**config.mk**
```make
export PLATFORM = sky130hd
export DESIGN_NAME = ds18x20_scratchpad_decoder
export DESIGN_NICKNAME = d
export VERILOG_FILES = /design/src/hdl/ds18_pkg.sv /design/src/hdl/ds18_decode.sv /design/src/hdl/ds18x20_scratchpad_decoder.sv
export SDC_FILE = /design/constraint.sdc
export NUM_CORES = 1
export LEC_CHECK = 0
export BUFFER_PORTS_ARGS = -buffer_cell sky130_fd_sc_hd__buf_2
export CAP_MARGIN = 20
export CORE_MARGIN = 2
export CORE_UTILIZATION = 35
export CTS_CLUSTER_SIZE = 24
export DETAILED_ROUTE_END_ITERATION = 10
export SLEW_MARGIN = 20
export SYNTH_ARGS = -nofsm -noshare
export SYNTH_HDL_FRONTEND = slang
export SYNTH_SLANG_ARGS = --single-unit
```
**constraint.sdc**
```tcl
create_clock -name clk -period 7.75 [get_ports clk]
set_input_delay 1.1625 -clock clk [delete_from_list [all_inputs] [get_ports clk]]
set_output_delay 1.1625 -clock clk [all_outputs]
set_load 0.005 [all_outputs]
```
**src/hdl/ds18_pkg.sv**
```systemverilog
// shared types, constants and functions for the ds18x20 scratchpad decoder
// no dependencies; imported by ds18_decode and ds18x20_scratchpad_decoder

package ds18_pkg;

  localparam int SCRATCHPAD_BYTES = 9;
  localparam int POS_W            = $clog2(SCRATCHPAD_BYTES);

  localparam logic [POS_W-1:0] POS_TEMP_LSB  = POS_W'(0);
  localparam logic [POS_W-1:0] POS_TEMP_MSB  = POS_W'(1);
  localparam logic [POS_W-1:0] POS_CONFIG    = POS_W'(4);
  localparam logic [POS_W-1:0] POS_COUNT_REM = POS_W'(6);
  localparam logic [POS_W-1:0] POS_COUNT_PER = POS_W'(7);
  localparam logic [POS_W-1:0] POS_CRC       = POS_W'(SCRATCHPAD_BYTES - 1);

  localparam logic [7:0] CRC_POLY_REFLECTED = 8'h8C;

  localparam logic [7:0] FAMILY_DS18S20 = 8'h10;
  localparam logic [7:0] FAMILY_DS18B20 = 8'h28;
  localparam logic [7:0] FAMILY_DS1822  = 8'h22;

  localparam logic [7:0] COUNT_PER_C_NOMINAL = 8'h10;
  localparam logic [15:0] FRAC_MASK          = 16'hFFF0;
  localparam logic [15:0] HALF_LSB_OFFSET    = 16'd12;

  localparam logic [7:0] RES_MASK   = 8'h60;
  localparam logic [7:0] RES_9_BIT  = 8'h00;
  localparam logic [7:0] RES_10_BIT = 8'h20;
  localparam logic [7:0] RES_11_BIT = 8'h40;

  typedef enum logic [1:0] {
    ST_OK             = 2'd0,
    ST_CRC_ERROR      = 2'd1,
    ST_UNKNOWN_FAMILY = 2'd2
  } status_t;

  typedef struct packed {
    logic [7:0] scratch_byte;
    logic [7:0] family_code;
    logic       frame_start;
  } in_item_t;

  typedef struct packed {
    logic signed [15:0] temperature;
    logic [1:0]         status;
  } out_item_t;

  // scratchpad bytes kept for the decode
  typedef struct packed {
    logic [7:0] temp_lsb;
    logic [7:0] temp_msb;
    logic [7:0] config_reg;
    logic [7:0] count_remain;
    logic [7:0] count_per_c;
  } scratch_hold_t;

  // dallas crc-8, one byte, lsb first
  function automatic logic [7:0] crc8_update(input logic [7:0] crc, input logic [7:0] b);
    logic [7:0] c;
    c = crc ^ b;
    for (int k = 0; k < 8; k++) begin
      if (c[0]) begin
        c = (c >> 1) ^ CRC_POLY_REFLECTED;
      end else begin
        c = c >> 1;
      end
    end
    return c;
  endfunction

endpackage

```
**src/hdl/ds18_decode.sv**
```systemverilog
// temperature decode of a held scratchpad, combinational
// depends on ds18_pkg

module ds18_decode import ds18_pkg::*; (
  input  scratch_hold_t hold,
  input  logic [7:0]    family_code,
  input  logic          crc_match,
  output out_item_t     result
);

  logic [15:0] raw;
  logic [15:0] shifted;
  logic [15:0] temp;
  status_t     status;

  assign raw     = {hold.temp_msb, hold.temp_lsb};
  assign shifted = raw << 3;

  always_comb begin
    temp   = 16'd0;
    status = ST_OK;
    if (!crc_match) begin
      status = ST_CRC_ERROR;
    end else if (family_code == FAMILY_DS18S20) begin
      // count-remain refines it if count-per-c = 16; wraps mod 2^16
      if (hold.count_per_c == COUNT_PER_C_NOMINAL) begin
        temp = (shifted & FRAC_MASK) + HALF_LSB_OFFSET - {8'd0, hold.count_remain};
      end else begin
        temp = shifted;
      end
    end else if (family_code == FAMILY_DS18B20 || family_code == FAMILY_DS1822) begin
      unique case (hold.config_reg & RES_MASK)
        RES_9_BIT:  temp = raw & 16'hFFF8;
        RES_10_BIT: temp = raw & 16'hFFFC;
        RES_11_BIT: temp = raw & 16'hFFFE;
        default:    temp = raw;
      endcase
    end else begin
      status = ST_UNKNOWN_FAMILY;
    end
  end

  assign result.temperature = temp;
  assign result.status      = status;

endmodule

```
**src/hdl/ds18x20_scratchpad_decoder.sv**
```systemverilog
// top level of the ds18x20 scratchpad decoder: byte counter, crc and result register
// depends on ds18_pkg and ds18_decode

// Usage
// in_*  : one scratchpad byte per transaction, bytes 0 to 8 in order, with
//         the sensor family code; frame_start marks byte 0 and restarts the
//         byte count and the crc.
// out_* : one transaction per scratchpad, on byte 8: temperature in 1/16 C
//         and a status (ok, crc mismatch, unknown family).
// Throughput: one byte per cycle while in_stall is low. Latency: the result is registered and
//         appears in the cycle after byte 8 is taken.
// The crc update is one byte per cycle in the input path when not stalled; the decode sits
//         between the held bytes and the output register.
// Reset (rst_n low, synchronous) clears the count, the crc and out_valid.
// Stall: while a result waits under out_stall, bytes 0 to 7 are still taken;
//         a byte that arrives while the count stands at byte 8 is held off
//         with in_stall, with or without frame_start.

module ds18x20_scratchpad_decoder import ds18_pkg::*; (
  input  logic      clk,
  input  logic      rst_n,
  input  logic      in_valid,
  output logic      in_stall,
  input  in_item_t  in_data,
  output logic      out_valid,
  input  logic      out_stall,
  output out_item_t out_data
);

  logic [POS_W-1:0] pos_r, pos_nxt;
  logic [7:0]       crc_r, crc_nxt;
  scratch_hold_t    hold_r, hold_nxt;
  logic             out_valid_r, out_valid_nxt;
  out_item_t        out_data_r, out_data_nxt;

  logic [POS_W-1:0] pos_cur;
  logic [7:0]       crc_cur;
  logic             in_take;
  out_item_t        dec_result;

  assign in_stall = out_valid_r && out_stall && (pos_r == POS_CRC);
  assign in_take  = in_valid && !in_stall;

  assign pos_cur = in_data.frame_start ? POS_TEMP_LSB : pos_r;
  assign crc_cur = in_data.frame_start ? 8'd0 : crc_r;

  ds18_decode u_decode (
    .hold        (hold_r),
    .family_code (in_data.family_code),
    .crc_match   (crc_cur == in_data.scratch_byte),
    .result      (dec_result)
  );

  always_comb begin
    pos_nxt       = pos_r;
    crc_nxt       = crc_r;
    hold_nxt      = hold_r;
    out_data_nxt  = out_data_r;
    out_valid_nxt = out_valid_r && out_stall;
    if (in_take) begin
      if (pos_cur == POS_CRC) begin
        out_data_nxt  = dec_result;
        out_valid_nxt = 1'b1;
        pos_nxt       = POS_TEMP_LSB;
        crc_nxt       = 8'd0;
      end else begin
        unique case (pos_cur)
          POS_TEMP_LSB:  hold_nxt.temp_lsb     = in_data.scratch_byte;
          POS_TEMP_MSB:  hold_nxt.temp_msb     = in_data.scratch_byte;
          POS_CONFIG:    hold_nxt.config_reg   = in_data.scratch_byte;
          POS_COUNT_REM: hold_nxt.count_remain = in_data.scratch_byte;
          POS_COUNT_PER: hold_nxt.count_per_c  = in_data.scratch_byte;
          default: ;
        endcase
        crc_nxt = crc8_update(crc_cur, in_data.scratch_byte);
        pos_nxt = pos_cur + POS_W'(1);
      end
    end
  end

  always_ff @(posedge clk) begin
    if (!rst_n) begin
      pos_r       <= POS_TEMP_LSB;
      crc_r       <= 8'd0;
      out_valid_r <= 1'b0;
    end else begin
      pos_r       <= pos_nxt;
      crc_r       <= crc_nxt;
      out_valid_r <= out_valid_nxt;
    end
  end

  // payload, no reset
  always_ff @(posedge clk) begin
    hold_r     <= hold_nxt;
    out_data_r <= out_data_nxt;
  end

  assign out_valid = out_valid_r;
  assign out_data  = out_data_r;

endmodule

```
==> qor_table.md <==
| Item | This run |
| --- | --- |
| Deepest clock path buffer count | 2 |
| Number of enable flip-flop cells after synthesis | 52 |
| Async set-reset flop share out of synthesis | 0% |
| Endpoints failing setup | 0 |
| M1 WL | 3213 um |
| Synthesized flop and latch total | 65 |
| Post-synthesis sequential area ratio | 52.93% |
| Number of hold buffers added after cts | 0 |
| Final Max Tran Viols | 0 |
| Multiplexer fraction of the synthesized cell area | 0.2908% |
| Adder and majority cell fraction of the synthesized area | 3.272% |
| Area growth from synthesis to layout | 15.52% |
| Max-Cap Viols | 0 |
| RD Place Congestion | 0.8380 |
| Largest net degree at the start of global routing | 27 |
| Worst hold slack across all endpoints | 527.3 ps |
| Switching power | 211.7 uW |
| Setup TNS Final | 0 ps |
| Worst path setup slack after routing | 4720 ps |
| Synthesized-area fraction occupied by xor and xnor cells | 8.033% |
| Worst EP required | 7900 ps |
| Clock tree root buffer cell | clkbuf_8 |
| Result of the run | completed |
| Final critical-path share of the clock period | 39.09% |
| Critical path data arrival time | 3180 ps |
| Number of vias per cell | 5.151 |
| Portion of synthesized cell area occupied by the leading cell type | 45.37% |
| Net Sw Frac | 26.02% |
| Synthesized area | 0.003442 sq mm |
| Number of warnings reported in the yosys synthesis log | 0 |
| Number of cells produced by synthesis | 310 |
| Sequential share of power | 50.8% |
| Final routed wirelength across all metal layers | 7012 um |
| Transition time of the tightest slew-check pin | 762.8 ps |
| Cell row count | 36 |
| P per Cell Area | 204.6 mW/mm^2 |
| Count of input and output buffers | 40 |
| Number of diodes added for antenna fixing | 0 |
| Largest cells by area after synthesis | edfxtp_1 45%, dfxtp_1 7.6%, xnor2_1 5.9% |
| Most frequent cells in the layout | 52 x edfxtp_1, 40 x buf_2, 24 x nor2_1 |
| Tightest Hold Check Type | reg -> reg |
| Initial standard-cell utilization of the core | 35.71% |
| Most common library cell in the layout ignoring fill and taps | edfxtp_1 |
| Reg-to-reg slack, setup | 5260 ps |
| Comb pwr share | 16.2% |
| Final global-route overflow total | 0 |
| Cell taking the most area after synthesis | edfxtp_1 |
| Power Internal | 601.8 uW |
| # Post-CTS Setup Buffers | 0 |
| Unrepaired setup endpoints after global routing | no |
| Max Freq | 330.1 MHz |
| Die boundary height | 103.2 um |
| Clock Latency Late Sink | 340 ps |
| Area enclosed by the die boundary | 0.01064 sq mm |
| Iteration-0 DRC Markers | 149 |
| Most used flip-flop cell after synthesis | edfxtp_1 |
| Post-route DRC violation count | 0 |
| Clock Sink Count | 65 |
| Post-cts gate resize count | 0 |
| Largest fanout on the critical path | 8 |
| Nets in the synthesized netlist | 340 |
| Routed length on met2 | 3451 um |
| Total design power | 813.5 uW |
| Router iterations before antenna repair | 4 |
| Simple-gate portion of the synthesized area | 20.28% |
| Worst-case setup slack after placement | 4415 ps |
| Dominant combinational cell family by area after synthesis | simple AND/OR/NAND/NOR gates |
| Number of clock buffers inserted by TritonCTS | 9 |
| Top Metal Used | met4 |
| Post-detailed-route count of antenna-violating nets | 0 |
| Routed WL per cell | 14.28 um |
| Endpoints failing hold | 0 |
| Width of the die | 103.2 um |
| I/O pins | 41 |
| Syn Area/Cell | 11.10 sq um |
| CTS H-tree depth | 3 |
| Count of nets after finishing | 384 |
| Combined global-route utilization of all metal layers | 14.37% |
| Number of antenna violations at the first check in global routing | 0 |
| Setup Crit Path Kind | in -> reg |
| CP endpoint kind | register |
| Detail Placement HPWL | 5106 um |
| Startpoint type of the worst setup path | primary input |
| Core outline area | 0.009639 sq mm |
| Clock-pin slew on the worst setup and hold paths | 70 ps |
| Met3 WL | 329 um |
| Leakage dissipation | 1.390 nW |
| Final period demand of the worst path | 3030 ps |
| Post-synthesis cell type count | 53 |
| Worst slew margin | 49.04% |
| Clock tree skew after final layout | 12.98 ps |
| Clock Power Share | 33.0% |
| TritonCTS clock tree | yes |
| Number of global-route vias before repair | 2326 |
| Worst vdd rail ir drop | 104.6 uV |
| Layout cell share with drive strength beyond 1 | 18.16% |
| Wire length of the first global-routing pass | 11670 um |
| DR vias | 2529 |
| Compound-Gate Fraction of Synth Area | 13.09% |
==> cells in the mapped netlist (2+ instances only) <==
cell type / number
a21oi_1: 11
xor2_1: 6
nor4_1: 5
o21ai_0: 9
o211ai_1: 2
nand2b_1: 6
or4_1: 8
nor3_1: 5
o31ai_1: 2
ha_1: 9
o32ai_1: 4
and2_1: 9
xnor2_1: 23
nor2b_1: 12
dfxtp_1: 13
a32oi_1: 7
edfxtp_1: 52
and3_1: 3
a31oi_1: 10
inv_1: 9
a22oi_1: 7
clkbuf_1: 8
nor2_1: 24
o211a_1: 2
nand3_1: 11
nand3b_1: 3
nor4bb_1: 4
nand2_1: 20
or2_2: 2
==> area by class of cell <==
cell class,instances,area [sq um]
timing repair buffer,43,222.7
clock inverter,6,60.06
fill,972,5663
tap,133,166.4
multi-input combinational,226,1548
inverter,9,33.78
sequential,65,1822
clock buffer,9,123.9
==> kinds of logic after synthesis <==
kind of cell    count (synthesis)
flops                          65
xor+xnor                       30
fa+ha+maj                       9
simple gates                  122
buf+inv                        19
compound gates                 64
mux                             1
==> layer usage <==
layer,global-route usage [%],up-vias
met1,18.34,1204
li1,-,1263
met5,0,-
met4,4.960,0
met3,3.360,2
met2,24.03,60
==> registers in the layout (all words and copies together) (netlist names) <==
signal / flops
pos_r: 4
out_data: 18
hold_r: 34
crc_r: 8
out_valid: 1
==> worst max-delay path, cell delays in order <==
cell and delay [ps]:
buf_2 100, or4_4 550, or4_1 630, or4_1 560
a21oi_1 180
==> power by group through the flow <==
stage,logic (mW),clock network [mW],registers (mW)
final,0.132,0.269,0.413
after global routing,0.147,0.292,0.416
after CTS,0.133,0.280,0.413
after detailed placement,0.132,0,0.421
after global placement,0.131,0,0.420
after floorplan,0.104,0,0.414
==> path summary, 6_finish.rpt <==
path                                  from            to  cells after the start
worst max-delay path            in_data[1]   out_data[9]                      5
worst min-delay path              crc_r[1]      crc_r[1]                      2
worst max register to register   hold_r[5]  out_data[11]                      6
worst min register to register    crc_r[1]      crc_r[1]                      2
==> per-stage QoR <==
| stage | util, % | cell area, sq um | std cells |
|---|---|---|---|
| after floorplan | - | 3442 | 310 |
| after global placement | 39.34 | 3792 | 476 |
| after detailed placement | 39.34 | 3792 | 476 |
| after CTS | 41.25 | 3976 | 491 |
| after global routing | 41.25 | 3976 | 491 |
| final | 41.25 | 3976 | 491 |
No activity file was read; power rests on OpenSTA's default activity.
